--- src/hw/rtl/itph_pkg.sv ---
// ----------------------------------------------------------------------------
// itph_pkg
// Shared types and constants for the IR timing pattern hash.
// ----------------------------------------------------------------------------
package itph_pkg;

  localparam int unsigned TICK_WIDTH_DEF = 16;

  localparam logic [31:0] FNV_PRIME = 32'd16777619;
  localparam logic [31:0] FNV_BASIS = 32'd2166136261;

  // new*CMP_SCALE_HI vs old*CMP_SCALE_LO, and the reverse, give the window: -20% / +25%
  localparam int unsigned CMP_SCALE_HI = 10;
  localparam int unsigned CMP_SCALE_LO = 8;

  localparam int unsigned HASH_W      = 32;
  localparam int unsigned CNT_W       = 3;
  localparam logic [2:0]  MIN_ENTRIES = 3'd6;
  localparam logic [2:0]  COUNT_SAT   = 3'd6;
  localparam logic [2:0]  FIRST_FOLD  = 3'd3;

  localparam int unsigned FIFO_DEPTH = 4;
  localparam int unsigned FIFO_AW    = 2;

  typedef enum logic [1:0] {
    SYM_SHORTER = 2'd0,
    SYM_SAME    = 2'd1,
    SYM_LONGER  = 2'd2
  } sym_t;

  // one classified entry passed from front to back
  typedef struct packed {
    sym_t sym;
    logic fold;      // symbol goes into the hash
    logic last;      // frame ends here, emit a result
    logic frame_ok;  // frame reached the minimum entry count
  } op_t;

endpackage

--- src/hw/rtl/ir_timing_pattern_hash.sv ---
// ----------------------------------------------------------------------------
// ir_timing_pattern_hash
// Hashes the shape of an IR mark/space frame into a 32-bit FNV-1 value.
// ----------------------------------------------------------------------------
//  channel | dir | handshake          | payload
//  in_*    | in  | tvalid/tready      | tdata: duration_ticks, tlast: last_entry
//  out_*   | out | tvalid/tready      | tdata: hash_value, tuser: hash_valid
//
//  One duration per cycle sustained while the queue is not full; the hash
//  multiply (one 32x32 product into the accumulator) runs once per cycle in the back end.
//  A result's last entry passes through the queue and then the output register.
//  A four-entry queue lets input continue while a result waits on out_tready.
//  Synchronous active-low reset; the block is ready the cycle after reset.
// ----------------------------------------------------------------------------
module ir_timing_pattern_hash #(
  parameter int unsigned TICK_WIDTH = itph_pkg::TICK_WIDTH_DEF
) (
  input  logic                                    clk,
  input  logic                                    rst_n,
  input  logic                                    in_tvalid,
  output logic                                    in_tready,
  input  logic [((TICK_WIDTH+7)/8)*8-1:0]         in_tdata,  // [TICK_WIDTH-1:0] duration_ticks
  input  logic                                    in_tlast,
  output logic                                    out_tvalid,
  input  logic                                    out_tready,
  output logic [itph_pkg::HASH_W-1:0]             out_tdata, // [31:0] hash_value
  output logic [0:0]                              out_tuser  // [0] hash_valid
);

  logic          in_fire;
  logic          push, full, pop, not_empty;
  itph_pkg::op_t push_op, head_op;
  logic          out_ok;

  assign in_tready = !full;
  assign in_fire   = in_tvalid && in_tready;

  itph_front #(
    .TICK_WIDTH (TICK_WIDTH)
  ) u_front (
    .clk      (clk),
    .rst_n    (rst_n),
    .in_fire  (in_fire),
    .duration (in_tdata[TICK_WIDTH-1:0]),
    .last     (in_tlast),
    .push     (push),
    .push_op  (push_op)
  );

  itph_fifo u_fifo (
    .clk       (clk),
    .rst_n     (rst_n),
    .push      (push),
    .push_op   (push_op),
    .full      (full),
    .pop       (pop),
    .not_empty (not_empty),
    .head_op   (head_op)
  );

  itph_back u_back (
    .clk        (clk),
    .rst_n      (rst_n),
    .op_avail   (not_empty),
    .op         (head_op),
    .pop        (pop),
    .out_tvalid (out_tvalid),
    .out_tready (out_tready),
    .out_hash   (out_tdata),
    .out_ok     (out_ok)
  );

  assign out_tuser = out_ok;

endmodule

--- src/hw/rtl/itph_front.sv ---
// ----------------------------------------------------------------------------
// itph_front
// Accepts durations, keeps the two previous entries and the entry count,
// and turns each entry into a hash operation.
// ----------------------------------------------------------------------------
module itph_front #(
  parameter int unsigned TICK_WIDTH = itph_pkg::TICK_WIDTH_DEF
) (
  input  logic                  clk,
  input  logic                  rst_n,
  input  logic                  in_fire,
  input  logic [TICK_WIDTH-1:0] duration,
  input  logic                  last,
  output logic                  push,
  output itph_pkg::op_t         push_op
);

  localparam int unsigned PW = TICK_WIDTH + 4;

  logic [TICK_WIDTH-1:0]      prev1_r, prev2_r;
  logic [itph_pkg::CNT_W-1:0] cnt_r, cnt_nxt;
  logic [PW-1:0]              new_hi, new_lo, old_hi, old_lo;

  always_comb begin
    new_hi = PW'(duration) * PW'(itph_pkg::CMP_SCALE_HI);
    new_lo = PW'(duration) * PW'(itph_pkg::CMP_SCALE_LO);
    old_hi = PW'(prev2_r)  * PW'(itph_pkg::CMP_SCALE_HI);
    old_lo = PW'(prev2_r)  * PW'(itph_pkg::CMP_SCALE_LO);

    if (new_hi < old_lo) begin
      push_op.sym = itph_pkg::SYM_SHORTER;
    end else if (old_hi < new_lo) begin
      push_op.sym = itph_pkg::SYM_LONGER;
    end else begin
      push_op.sym = itph_pkg::SYM_SAME;
    end
    push_op.fold     = (cnt_r >= itph_pkg::FIRST_FOLD);
    push_op.last     = last;
    push_op.frame_ok = (cnt_r >= (itph_pkg::MIN_ENTRIES - 3'd1));

    // entries that neither fold nor end the frame need no back-end work
    push = in_fire && (push_op.fold || last);

    if (last) begin
      cnt_nxt = '0;
    end else if (cnt_r < itph_pkg::COUNT_SAT) begin
      cnt_nxt = cnt_r + 3'd1;
    end else begin
      cnt_nxt = cnt_r;
    end
  end

  always_ff @(posedge clk) begin
    if (!rst_n) begin
      cnt_r <= '0;
    end else if (in_fire) begin
      cnt_r <= cnt_nxt;
    end
  end

  always_ff @(posedge clk) begin
    if (in_fire) begin
      prev2_r <= prev1_r;
      prev1_r <= duration;
    end
  end

endmodule

--- src/hw/rtl/itph_fifo.sv ---
// ----------------------------------------------------------------------------
// itph_fifo
// Small queue of hash operations between front and back.
// ----------------------------------------------------------------------------
module itph_fifo (
  input  logic          clk,
  input  logic          rst_n,
  input  logic          push,
  input  itph_pkg::op_t push_op,
  output logic          full,
  input  logic          pop,
  output logic          not_empty,
  output itph_pkg::op_t head_op
);

  itph_pkg::op_t                 mem_r [itph_pkg::FIFO_DEPTH];
  logic [itph_pkg::FIFO_AW-1:0]  wr_ptr_r, rd_ptr_r;
  logic [itph_pkg::FIFO_AW:0]    count_r;

  assign full      = (count_r == (itph_pkg::FIFO_AW+1)'(itph_pkg::FIFO_DEPTH));
  assign not_empty = (count_r != '0);
  assign head_op   = mem_r[rd_ptr_r];

  always_ff @(posedge clk) begin
    if (push) begin
      mem_r[wr_ptr_r] <= push_op;
    end
  end

  always_ff @(posedge clk) begin
    if (!rst_n) begin
      wr_ptr_r <= '0;
      rd_ptr_r <= '0;
      count_r  <= '0;
    end else begin
      if (push) begin
        wr_ptr_r <= wr_ptr_r + 1'b1;
      end
      if (pop) begin
        rd_ptr_r <= rd_ptr_r + 1'b1;
      end
      case ({push, pop})
        2'b10:   count_r <= count_r + 1'b1;
        2'b01:   count_r <= count_r - 1'b1;
        default: count_r <= count_r;
      endcase
    end
  end

endmodule

--- src/hw/rtl/itph_back.sv ---
// ----------------------------------------------------------------------------
// itph_back
// Folds symbols into the FNV-1 hash and holds the result register.
// ----------------------------------------------------------------------------
module itph_back (
  input  logic                        clk,
  input  logic                        rst_n,
  input  logic                        op_avail,
  input  itph_pkg::op_t               op,
  output logic                        pop,
  output logic                        out_tvalid,
  input  logic                        out_tready,
  output logic [itph_pkg::HASH_W-1:0] out_hash,
  output logic                        out_ok
);

  logic [itph_pkg::HASH_W-1:0] hash_r, hash_nxt, prod;
  logic                        out_valid_r;
  logic [itph_pkg::HASH_W-1:0] out_hash_r;
  logic                        out_ok_r;
  logic                        slot_free;

  assign slot_free = !out_valid_r || out_tready;
  assign pop       = op_avail && (!op.last || slot_free);

  always_comb begin
    prod = hash_r * itph_pkg::FNV_PRIME;
    if (op.fold) begin
      hash_nxt = prod ^ itph_pkg::HASH_W'(op.sym);
    end else begin
      hash_nxt = hash_r;
    end
  end

  always_ff @(posedge clk) begin
    if (!rst_n) begin
      hash_r      <= itph_pkg::FNV_BASIS;
      out_valid_r <= 1'b0;
    end else begin
      if (pop) begin
        hash_r <= op.last ? itph_pkg::FNV_BASIS : hash_nxt;
      end
      if (pop && op.last) begin
        out_valid_r <= 1'b1;
      end else if (out_tready) begin
        out_valid_r <= 1'b0;
      end
    end
  end

  always_ff @(posedge clk) begin
    if (pop && op.last) begin
      out_hash_r <= op.frame_ok ? hash_nxt : '0;
      out_ok_r   <= op.frame_ok;
    end
  end

  assign out_tvalid = out_valid_r;
  assign out_hash   = out_hash_r;
  assign out_ok     = out_ok_r;

endmodule
--- config.mk ---
export PLATFORM = sky130hd
export DESIGN_NAME = ir_timing_pattern_hash
export DESIGN_NICKNAME = d
export VERILOG_FILES = /design/src/hw/rtl/itph_pkg.sv /design/src/hw/rtl/ir_timing_pattern_hash.sv /design/src/hw/rtl/itph_front.sv /design/src/hw/rtl/itph_fifo.sv /design/src/hw/rtl/itph_back.sv
export SDC_FILE = /design/constraint.sdc
export NUM_CORES = 1
export LEC_CHECK = 0
export BUFFER_PORTS_ARGS = -buffer_cell sky130_fd_sc_hd__buf_4
export CORE_MARGIN = 5
export CORE_UTILIZATION = 55
export CTS_CLUSTER_DIAMETER = 200
export DETAILED_ROUTE_END_ITERATION = 6
export PLACE_DENSITY = 0.73
export SLEW_MARGIN = 25
export SYNTH_ARGS = -nofsm -noshare
export SYNTH_HDL_FRONTEND = slang
export SYNTH_HIERARCHICAL = 1
export SYNTH_SLANG_ARGS = --single-unit
--- constraint.sdc ---
create_clock -name clk -period 10.1 [get_ports clk]
set_input_delay 2.02 -clock clk [delete_from_list [all_inputs] [get_ports clk]]
set_output_delay 2.02 -clock clk [all_outputs]
set_load 0.05 [all_outputs]
==> results of run 1 <==
==> Yosys cell counts, drive strengths merged (5+ instances only) <==
master / count
a211oi: 6
a21boi: 5
a21o: 19
a21oi: 57
a22oi: 7
a31oi: 8
and2: 19
and3: 6
clkbuf: 20
dfxtp: 45
edfxtp: 85
fa: 77
ha: 280
inv: 203
mux2i: 22
mux4: 5
nand2: 53
nand2b: 16
nand3: 34
nand4: 5
nor2: 40
nor2b: 50
nor3: 12
o211a: 5
o211ai: 12
o21a: 12
o21ai: 32
o31ai: 5
or3: 8
xnor2: 53
xor2: 16
==> final cells by class <==
| class | count | area (sq um) |
|---|---|---|
| Clock buffer | 17 | 425 |
| Sequential cell | 130 | 3450 |
| Inverter | 203 | 762 |
| Fill cell | 1902 | 8990 |
| Tap cell | 319 | 399 |
| Clock inverter | 15 | 184 |
| Multi-Input combinational cell | 923 | 8860 |
| Timing Repair Buffer | 60 | 463 |
==> path summary, 6_finish.rpt <==
check	end	slack (ns)	cells past startpoint	startpoint
setup / recovery	u_back/out_hash[31]	4.33	19	u_back/hash_r[10]
hold / removal	u_front/prev2_r[3]	0.42	0	u_front/prev1_r[3]
setup reg to reg	u_back/out_hash[31]	4.33	19	u_back/hash_r[10]
hold reg to reg	u_front/prev2_r[3]	0.42	0	u_front/prev1_r[3]
==> through the flow <==
| stage | worst slack [ns] | hold slack (ns) |
|---|---|---|
| floorplan | 4.85 | 0.400 |
| global placement | 4.47 | 0.401 |
| detailed placement | 4.36 | 0.405 |
| CTS | 4.35 | 0.422 |
| global route | 4.04 | 0.426 |
| finish | 4.33 | 0.422 |
==> sequential cells by signal, indices dropped and copies added (netlist names), named ones only <==
name and cells:
u_back/out_tvalid 1, u_fifo/wr_ptr_r 2, u_front/cnt_r 3, u_back/out_hash 32, u_front/prev1_r 16, u_fifo/count_r 3, u_back/out_ok 1, u_fifo/mem_r 20
u_back/hash_r 32, u_fifo/rd_ptr_r 2, u_front/prev2_r 16
==> critical path: cells and delay by family (launching register included) <==
| kind | cells | cell delay, ns |
|---|---|---|
| adder cells (fa/ha/maj) | 8 | 2.98 |
| multiplexers | 1 | 0.10 |
| AO/OA/AOI/OAI | 5 | 1.29 |
| AND/OR/NAND/NOR | 2 | 0.29 |
| flip-flops | 1 | 0.52 |
| buffers and inverters | 2 | 0.09 |
| XOR/XNOR | 1 | 0.24 |
==> layer usage <==
layer / wire [um] / GRT usage [%] / share of wire (%) / vias to the layer above
met3: 1260 / 3.19 / 4.3 / 46
met4: 810 / 8.47 / 2.8 / 0
met5: 0 / 0 / 0 / -
met2: 14500 / 39.7 / 50 / 198
met1: 12500 / 27.9 / 43 / 4527
li1: - / - / - / 4586
==> logic make-up (layout without fill, tap and decap cells) <==
family | count (synthesis) | in the layout
fa+ha+maj | 357 | 357
simple gates | 261 | 261
buf+inv | 227 | 295
compound gates | 208 | 208
flops | 130 | 130
xor+xnor | 69 | 69
mux | 28 | 28
==> metrics.log, run 1 <==
[metrics] final cycle utilization of the critical path: 57.2%
[metrics] num ports: 56
[metrics] number of hold buffers added after cts: 0
[metrics] total global-route track usage: 22.5%
[metrics] sink count of the clock tree: 130
[metrics] PostCTS Resize Cnt: 0
[metrics] commonest non-fill, non-tap cell in the layout: sky130_fd_sc_hd__ha_1
[metrics] drt via density: 5.61
[metrics] post-layout min period: 5.77 ns
[metrics] number of antenna violations at the first check in global routing: 0
[metrics] global-route wire length before repair: 47900 um
[metrics] number of standard cells in the final layout excluding fillers: 1667
[metrics] final core utilization: 61.8%
[metrics] mapped cell area: 13200 sq um
[metrics] Worst Path Required: 10.29 ns
[metrics] post-route standard cell area excluding fillers: 14500 sq um
[metrics] TritonCTS clock tree: done
[metrics] highest-count cells in the layout ignoring fill and taps: sky130_fd_sc_hd__ha_1, sky130_fd_sc_hd__inv_1, sky130_fd_sc_hd__edfxtp_1, sky130_fd_sc_hd__fa_1, sky130_fd_sc_hd__buf_4
[metrics] Placed Area: 13900 sq um
[metrics] flip-flop cell with the highest count after synthesis: sky130_fd_sc_hd__edfxtp_1
[metrics] type of origin of the critical path: register
[metrics] xor/xnor share of the synthesized area: 4.59%
[metrics] library cells used by synthesis: 80
[metrics] fraction of layout cells with a size suffix above 1: 8.75%
[metrics] post-DP HPWL: 22400 um
[metrics] post-synthesis share of cell area spent on full adders, half adders and majority gates: 38.3%
[metrics] result of the run: finished, final reports clean
[metrics] final global-route overflow total: 0
[metrics] layout net count: 1713
[metrics] core area: 23500 sq um
[metrics] Detailed Routing Iterations Pass 1: 5
[metrics] diodes inserted: 0
[metrics] maximum number of pins on one net before global-route repair: 48
[metrics] buffers from clock root to sink, at most: 2
[metrics] Synth area leaders: sky130_fd_sc_hd__ha_1, sky130_fd_sc_hd__edfxtp_1, sky130_fd_sc_hd__fa_1
[metrics] top cell type by total area after synthesis: sky130_fd_sc_hd__ha_1
[metrics] die height: 165 um
[metrics] floorplan die area: 27200 sq um
[metrics] cell at the root of the clock tree: sky130_fd_sc_hd__clkbuf_16
[metrics] Worst EP arrival: 5.96 ns
[metrics] Chip Width: 165 um
[metrics] number of failing setup endpoints in the final timing report: 0
[metrics] number of clock buffers inserted by TritonCTS: 17
[metrics] H-Tree Depth: 4
[metrics] CP max stage delay: 0.52 ns
[metrics] number of design rule violations left after detail routing: 0
[metrics] max-capacitance violation count: 0
[metrics] Worst Setup Path Type: register to register
[metrics] via count of the first global-routing pass: 9734
[metrics] proportion of synthesized chip area in sequential cells: 26.2%
[metrics] path category of the worst min-delay check: register to register
[metrics] initial core utilization: 56.0%
[metrics] drt total wl: 29000 um
[metrics] final count of pins violating max slew: 0
[metrics] standard-cell rows: 56
[metrics] Worst Skew: 0.0116 ns
[metrics] later-pin clock latency in the skew report: 0.43 ns
[metrics] post-synthesis mux area share: 2.61%
[metrics] transition time at the pin with the least slew margin: 0.913 ns
[metrics] sum of negative setup slack: 0 ns
[metrics] cell repeated most along the worst path: sky130_fd_sc_hd__ha_1
[metrics] net count after synthesis: 1658
[metrics] Reg clk slew, reported paths: 0.07 ns
[metrics] endpoint kind of the worst setup timing path: register
[metrics] worst-path cell with the longest stage delay: sky130_fd_sc_hd__dfxtp_1
[metrics] buffers inserted during post-CTS setup optimization: 0
[metrics] worst-path fanout max: 8
[metrics] Iter 0 DRT Violations: 466
[metrics] placed cell count: 1634
[metrics] cells traversed along the worst timing path: ha_1 > ha_1 > fa_1 > ha_1 > fa_1 > ha_1 > inv_1 > fa_1 > inv_1 > ha_1 > a211oi_2 > nor2_1 > a2111oi_4 > o21ai_2 > o211ai_1 > a31oi_1 > xnor2_1 > mux2i_1 > and2_1
[metrics] wire per inst: 17.4 um
[metrics] proportion of netlist area held by the largest area contributor: 26.6%
[metrics] routability congestion estimate from global placement: 0.906
[metrics] combinational family with the most area after synthesis: adder cells
[metrics] maximum clock frequency: 173 MHz
[metrics] setup repair after global routing missed its margin: no
[metrics] layout overhead on the synthesized area: 10.4%
[metrics] Async S/R FF share, synth: 0%
[metrics] share of the synthesized area in compound gates (AO/OA/AOI/OAI): 11.2%
[metrics] count of antenna-violating nets left after detailed routing: 0
[metrics] total via count in the routed design: 9357
[metrics] count of mapped cells out of synthesis: 1280
[metrics] number of hold-slack violations in the final timing report: 0
[metrics] register bit total from synthesis: 130
[metrics] area share of and/or/nand/nor cells after synthesis: 10.5%
[metrics] number of flops mapped to enable cells by yosys: 85
[metrics] count of buffers inserted at the top-level ports: 55
[metrics] Mean Syn Cell Area: 10.3 sq um
[metrics] worst slew slack as a fraction of its limit: 39.1%
[metrics] yosys warns: 6
Power of run 1 is not shown: default switching activity piles up to over one toggle a cycle in this logic, so the estimate is an artifact.
==> run 2: changes to the inputs <==
Settings changed: PLACE_DENSITY 0.73 to 0.76.
Clock period 10.1 ns to 5.1 ns, I/O delays scaled along.
==> run 2 against run 1 <==
  * The flow now finishes with violations (setup timing)
  * Cell count increased by 5.7%
  * Register-to-register slack got worse by 4.4 ns
  * Hold slack got worse by 0.0038 ns
  * Clock skew increased by 0.0041 ns
  * Critical path type unchanged
  * Setup slack got worse by 4.4 ns
  * Non-clock buffer count increased by 95
  * Cell area increased by 12%
==> metrics.log, run 2 (synthesized netlist as in run 1, its figures left out) <==
[metrics] result of the run: finished with violations
[metrics] violations in the final reports: setup timing
[metrics] diodes inserted: 0
[metrics] worst slew slack as a fraction of its limit: 44.4%
[metrics] wire per inst: 20.1 um
[metrics] TritonCTS clock tree: done
[metrics] post-DP HPWL: 25100 um
[metrics] drt via density: 5.83
[metrics] number of hold-slack violations in the final timing report: 0
[metrics] worst-case register-to-register setup slack: -0.1 ns
[metrics] Worst Setup Path Type: register to register
[metrics] total via count in the routed design: 10268
[metrics] layout overhead on the synthesized area: 23.9%
[metrics] number of antenna violations at the first check in global routing: 0
[metrics] Worst Path Required: 5.29 ns
[metrics] hold slack: 0.418 ns
[metrics] cell at the root of the clock tree: sky130_fd_sc_hd__clkbuf_16
[metrics] total global-route track usage: 25.5%
[metrics] number of failing setup endpoints in the final timing report: 4
[metrics] Worst EP arrival: 5.38 ns
[metrics] layout net count: 1808
[metrics] setup repair after global routing missed its margin: yes
[metrics] floorplan die area: 27200 sq um
[metrics] worst path setup slack after routing: -0.0964 ns
[metrics] Detailed Routing Iterations Pass 1: 5
[metrics] maximum number of pins on one net before global-route repair: 38
[metrics] transition time at the pin with the least slew margin: 0.834 ns
[metrics] cells traversed along the worst timing path: buf_4 > ha_1 > fa_1 > ha_2 > fa_1 > ha_1 > inv_1 > fa_1 > inv_1 > ha_4 > o21ai_4 > nor2_4 > a2111oi_4 > o21ai_2 > o211ai_1 > a31oi_2 > xnor2_1 > mux2i_1 > and2_1
[metrics] standard-cell rows: 56
[metrics] final global-route overflow total: 0
[metrics] Reg clk slew, reported paths: 0.06 ns
[metrics] type of origin of the critical path: register
[metrics] final core utilization: 69.4%
[metrics] via count of the first global-routing pass: 10706
[metrics] later-pin clock latency in the skew report: 0.44 ns
[metrics] buffers and inverters on the worst path: 3
[metrics] worst-path fanout max: 5
[metrics] global-route wire length before repair: 53800 um
[metrics] Iter 0 DRT Violations: 747
[metrics] count of buffers inserted at the top-level ports: 55
[metrics] initial core utilization: 56.0%
[metrics] commonest non-fill, non-tap cell in the layout: sky130_fd_sc_hd__ha_1
[metrics] minimum setup slack after placement: -0.311 ns
[metrics] Worst Skew: 0.0157 ns
[metrics] num ports: 56
[metrics] largest delay contributor family on the critical path: adder cells
[metrics] max-capacitance violation count: 0
[metrics] endpoint kind of the worst setup timing path: register
[metrics] H-Tree Depth: 4
[metrics] fraction of layout cells with a size suffix above 1: 24.8%
[metrics] count of antenna-violating nets left after detailed routing: 0
[metrics] drt total wl: 35300 um
[metrics] worst-path cell with the longest stage delay: sky130_fd_sc_hd__fa_1
[metrics] path category of the worst min-delay check: register to register
[metrics] die height: 165 um
[metrics] buffers from clock root to sink, at most: 2
[metrics] number of clock buffers inserted by TritonCTS: 17
[metrics] maximum clock frequency: 192 MHz
[metrics] number of design rule violations left after detail routing: 0
[metrics] final cycle utilization of the critical path: 102%
[metrics] sink count of the clock tree: 130
[metrics] CP max stage delay: 0.54 ns
[metrics] routability congestion estimate from global placement: 0.923
[metrics] cell repeated most along the worst path: sky130_fd_sc_hd__fa_1
[metrics] Chip Width: 165 um
[metrics] post-layout min period: 5.20 ns
[metrics] highest-count cells in the layout ignoring fill and taps: sky130_fd_sc_hd__ha_1, sky130_fd_sc_hd__inv_1, sky130_fd_sc_hd__buf_4, sky130_fd_sc_hd__edfxtp_1, sky130_fd_sc_hd__fa_1
[metrics] final count of pins violating max slew: 0
[metrics] core area: 23500 sq um
run 2: cell count changes in the layout (fill, tap and decap cells not counted), sizes merged:
cell      delta
inv          -4
clkbuf       +4
clkinv       -3
bufinv       +1
buf         +95
clkinvlp     +2
run 2: worst paths after layout:
path | depth (start not counted) | to | start
worst max register to register | 19 | u_back/out_hash[31] | u_back/hash_r[15]
worst max-delay path | 19 | u_back/out_hash[31] | u_back/hash_r[15]
worst min register to register | 0 | u_front/prev2_r[5] | u_front/prev1_r[5]
worst min-delay path | 0 | u_front/prev2_r[5] | u_front/prev1_r[5]
run 2: area by class of cell:
cell class | count | area (sq um)
fillers | 1665 | 7220
multi-input cells | 923 | 9880
clock buffers | 21 | 460
clock inverters | 11 | 118
repair buffers | 155 | 1190
inverters | 203 | 762
well taps | 319 | 399
flip-flops and latches | 130 | 3520
run 2: repair_timing:
item,in CTS,in global routing
setup endpoints to repair,26,30
endpoints found under the hold margin,0,0
buffers inserted,5,6
hold buffers,0,0
gates resized for setup,81,99
pin swaps,36,82
run 2: per-layer routing:
metal / share of wire [%] / up-vias / track usage (%)
met5: 0 / - / 0
met3: 5.3 / 118 / 3.97
met1: 38 / 5040 / 30.2
li1: - / 4771 / -
met4: 5.3 / 0 / 10.4
met2: 51 / 339 / 45.8
run 2: per-stage QoR:
stage                     cells  area, sq um  setup TNS (ns)
after global routing       1762        16300           -1.26
after detailed placement   1720        14600           -2.94
final                      1762        16300          -0.190
after CTS                  1757        15700         -0.0138
after floorplan            1280        13200        -0.00650
after global placement     1720        14600          -0.715
run 2: worst register-to-register path, stage by stage (launching register included):
cell                        delay (ns)
sky130_fd_sc_hd__dfxtp_4          0.37
sky130_fd_sc_hd__buf_4            0.18
sky130_fd_sc_hd__ha_1             0.34
sky130_fd_sc_hd__fa_1             0.48
sky130_fd_sc_hd__ha_2             0.20
sky130_fd_sc_hd__fa_1             0.49
sky130_fd_sc_hd__ha_1             0.31
sky130_fd_sc_hd__inv_1            0.06
sky130_fd_sc_hd__fa_1             0.54
sky130_fd_sc_hd__inv_1            0.07
sky130_fd_sc_hd__ha_4             0.28
sky130_fd_sc_hd__o21ai_4          0.08
sky130_fd_sc_hd__nor2_4           0.05
sky130_fd_sc_hd__a2111oi_4        0.29
sky130_fd_sc_hd__o21ai_2          0.14
sky130_fd_sc_hd__o211ai_1         0.36
sky130_fd_sc_hd__a31oi_2          0.17
sky130_fd_sc_hd__xnor2_1          0.23
sky130_fd_sc_hd__mux2i_1          0.13
sky130_fd_sc_hd__and2_1           0.19
Power of run 2 is left out for the same reason.
==> run 3: changes to the inputs <==
Settings changed: BUFFER_PORTS_ARGS -buffer_cell sky130_fd_sc_hd__buf_4 to unset, CAP_MARGIN set to 20, DONT_BUFFER_PORTS set to 1, PLACE_DENSITY 0.76 to 0.74.
==> run 3 against run 2 <==
  * Non-clock buffer count is 38 lower
  * First-iteration DRC count fell by 7.8%
  * Clock skew shrank 0.0047 ns
  * Cell area decreased by 1.1%
  * The run still ends with setup timing left
  * Routed wire length down 1.5%
  * Via count decreased by 1.3%
  * Core utilization shrank 0.77 points
  * Sequential cell count is the same
  * Die area unchanged
  * Sequential share of layout area rose by 0.23 points
  * Register-to-register slack about the same
  * Highest routed layer unchanged
  * Setup slack got worse by 0.0029 ns
==> metrics.log, run 3 (synthesized netlist as in run 1, its figures left out) <==
[metrics] result of the run: finished with violations
[metrics] violations in the final reports: setup timing
[metrics] final global-route overflow total: 0
[metrics] worst path setup slack after routing: -0.0993 ns
[metrics] global routing's busiest layer: met2
[metrics] number of standard cells in the final layout excluding fillers: 1724
[metrics] Critical R2R Capture: u_back/out_hash[28]
[metrics] post-layout min period: 5.20 ns
[metrics] num ports: 56
[metrics] final cycle utilization of the critical path: 102%
[metrics] post-DP HPWL: 24000 um
[metrics] path category of the worst min-delay check: register to register
[metrics] count of antenna-violating nets left after detailed routing: 0
[metrics] type of origin of the critical path: register
[metrics] drt total wl: 34800 um
[metrics] drt via density: 5.88
[metrics] Worst EP arrival: 5.37 ns
[metrics] max-capacitance violation count: 0
[metrics] worst slew slack as a fraction of its limit: 33.3%
[metrics] number of clock buffers inserted by TritonCTS: 17
[metrics] initial core utilization: 56.0%
[metrics] core area: 23500 sq um
[metrics] startpoint of the most critical register-to-register path: u_back/hash_r[10]
[metrics] setup repair after global routing missed its margin: yes
[metrics] fillers: 1657
[metrics] Worst Setup Path Type: register to register
[metrics] worst-path fanout max: 3
[metrics] H-Tree Depth: 4
[metrics] number of failing setup endpoints in the final timing report: 5
[metrics] floorplan die area: 27200 sq um
[metrics] global routing met3 resource utilization: 4.42%
[metrics] Detailed Routing Iterations Pass 1: 5
[metrics] Worst Hold Endpoint: u_front/prev2_r[10]
[metrics] count of buffers inserted at the top-level ports: 0
[metrics] Iter 0 DRT Violations: 689
[metrics] startpoint of the most critical setup path: u_back/hash_r[10]
[metrics] worst-case register-to-register setup slack: -0.1 ns
[metrics] cell at the root of the clock tree: sky130_fd_sc_hd__clkbuf_16
[metrics] diodes inserted: 0
[metrics] via count of the first global-routing pass: 10404
[metrics] Worst Path Required: 5.27 ns
[metrics] fraction of layout cells with a size suffix above 1: 23.6%
[metrics] number of hold-slack violations in the final timing report: 0
[metrics] highest-count cells in the layout ignoring fill and taps: sky130_fd_sc_hd__ha_1, sky130_fd_sc_hd__inv_1, sky130_fd_sc_hd__buf_4, sky130_fd_sc_hd__edfxtp_1, sky130_fd_sc_hd__fa_1
[metrics] r2r worst-path depth: 19
[metrics] met2 Resource Use GR: 43.9%
[metrics] final count of pins violating max slew: 0
[metrics] beginning of the worst hold path: u_front/prev1_r[10]
[metrics] maximum number of pins on one net before global-route repair: 38
[metrics] Chip Width: 165 um
[metrics] global-route wire length before repair: 51200 um
[metrics] minimum setup slack after placement: -0.271 ns
[metrics] GR Util met1: 28.3%
[metrics] layout net count: 1770
[metrics] buffers from clock root to sink, at most: 2
[metrics] later-pin clock latency in the skew report: 0.43 ns
[metrics] Reg clk slew, reported paths: 0.06 ns
[metrics] number of antenna violations at the first check in global routing: 0
[metrics] transition time at the pin with the least slew margin: 0.994 ns
[metrics] flip-flop and latch area: 3510 sq um
[metrics] hold slack: 0.419 ns
[metrics] number of design rule violations left after detail routing: 0
[metrics] routability congestion estimate from global placement: 0.927
[metrics] footprint of the multi-input gates: 9940 sq um
[metrics] sink count of the clock tree: 130
[metrics] commonest non-fill, non-tap cell in the layout: sky130_fd_sc_hd__ha_1
[metrics] total via count in the routed design: 10133
[metrics] Worst Skew: 0.0110 ns
[metrics] placed cell count: 1675
[metrics] standard-cell rows: 56
[metrics] TritonCTS clock tree: done
[metrics] die height: 165 um
[metrics] maximum clock frequency: 192 MHz
[metrics] layout overhead on the synthesized area: 22.5%
[metrics] wire per inst: 20.2 um
[metrics] Hold Crit Depth: 0
[metrics] total global-route track usage: 24.2%
[metrics] endpoint kind of the worst setup timing path: register
-- run 3: cell types whose count changed in the layout (fill, tap and decap cells not counted), moves of 2 or more --
cell                       delta
sky130_fd_sc_hd__buf_4       -40
sky130_fd_sc_hd__o21ai_2      +3
sky130_fd_sc_hd__ha_1         -6
sky130_fd_sc_hd__clkinv_2     +2
sky130_fd_sc_hd__a21oi_4      -2
sky130_fd_sc_hd__o21ai_0      -3
sky130_fd_sc_hd__clkbuf_8     -2
sky130_fd_sc_hd__clkbuf_1     -2
sky130_fd_sc_hd__buf_6        +2
sky130_fd_sc_hd__ha_4         +6
sky130_fd_sc_hd__a21oi_2      +3
-- run 3: through the flow --
stage                     utilization [%]  setup TNS (ns)  cell area [sq um]
final                                68.6          -0.271              16100
after detailed placement             60.5           -2.82              14200
after global placement               60.5           -1.16              14200
after CTS                            64.7               0              15200
after floorplan                         -        -0.00650              13200
after global routing                 68.6           -1.52              16100
-- run 3: layer usage --
| layer | part of all wire [%] | up-vias |
|---|---|---|
| li1 | - | 4702 |
| met1 | 38 | 4958 |
| met2 | 52 | 366 |
| met3 | 5.9 | 107 |
| met4 | 4.0 | 0 |
| met5 | 0 | - |
-- run 3: layout make-up --
type / instances / share of cell area (%)
Inverter: 203 / 4.72
Clock inverter: 14 / 1.05
Tap cell: 319 / 2.47
Clock buffer: 18 / 2.79
Multi-Input combinational cell: 923 / 61.6
Timing Repair Buffer: 117 / 5.63
Sequential cell: 130 / 21.8
-- run 3: worst max path at each step --
stage / depth (start not counted) / endpoint
after floorplan: 19 / u_back/out_hash[31]
after global placement: 19 / u_back/out_hash[31]
after detailed placement: 19 / u_back/out_hash[31]
after CTS: 19 / u_back/out_hash[31]
after global routing: 19 / u_back/out_hash[28]
final: 19 / u_back/out_hash[28]
-- run 3: worst max-delay path, cell delays in order (launching register included) --
cell	delay [ns]
sky130_fd_sc_hd__dfxtp_4	0.37
sky130_fd_sc_hd__ha_4	0.24
sky130_fd_sc_hd__ha_4	0.26
sky130_fd_sc_hd__fa_1	0.43
sky130_fd_sc_hd__ha_2	0.21
sky130_fd_sc_hd__fa_1	0.46
sky130_fd_sc_hd__ha_1	0.30
sky130_fd_sc_hd__inv_1	0.06
sky130_fd_sc_hd__fa_1	0.52
sky130_fd_sc_hd__inv_2	0.06
sky130_fd_sc_hd__ha_4	0.23
sky130_fd_sc_hd__a21o_1	0.20
sky130_fd_sc_hd__a211oi_2	0.28
sky130_fd_sc_hd__o21ai_2	0.13
sky130_fd_sc_hd__a211oi_2	0.33
sky130_fd_sc_hd__buf_4	0.19
sky130_fd_sc_hd__a311oi_2	0.10
sky130_fd_sc_hd__or3_1	0.41
sky130_fd_sc_hd__nand3_1	0.11
sky130_fd_sc_hd__nand2_1	0.07
-- run 3: repair_timing --
| action | CTS | global route |
|---|---|---|
| cloned | 0 | 0 |
| endpoints found under the setup margin | 27 | 27 |
| hold buffers | 0 | 0 |
| buffers inserted | 4 | 14 |
| resized for setup | 66 | 133 |
| pin swaps | 34 | 97 |
Power of run 3 is left out for the same reason.
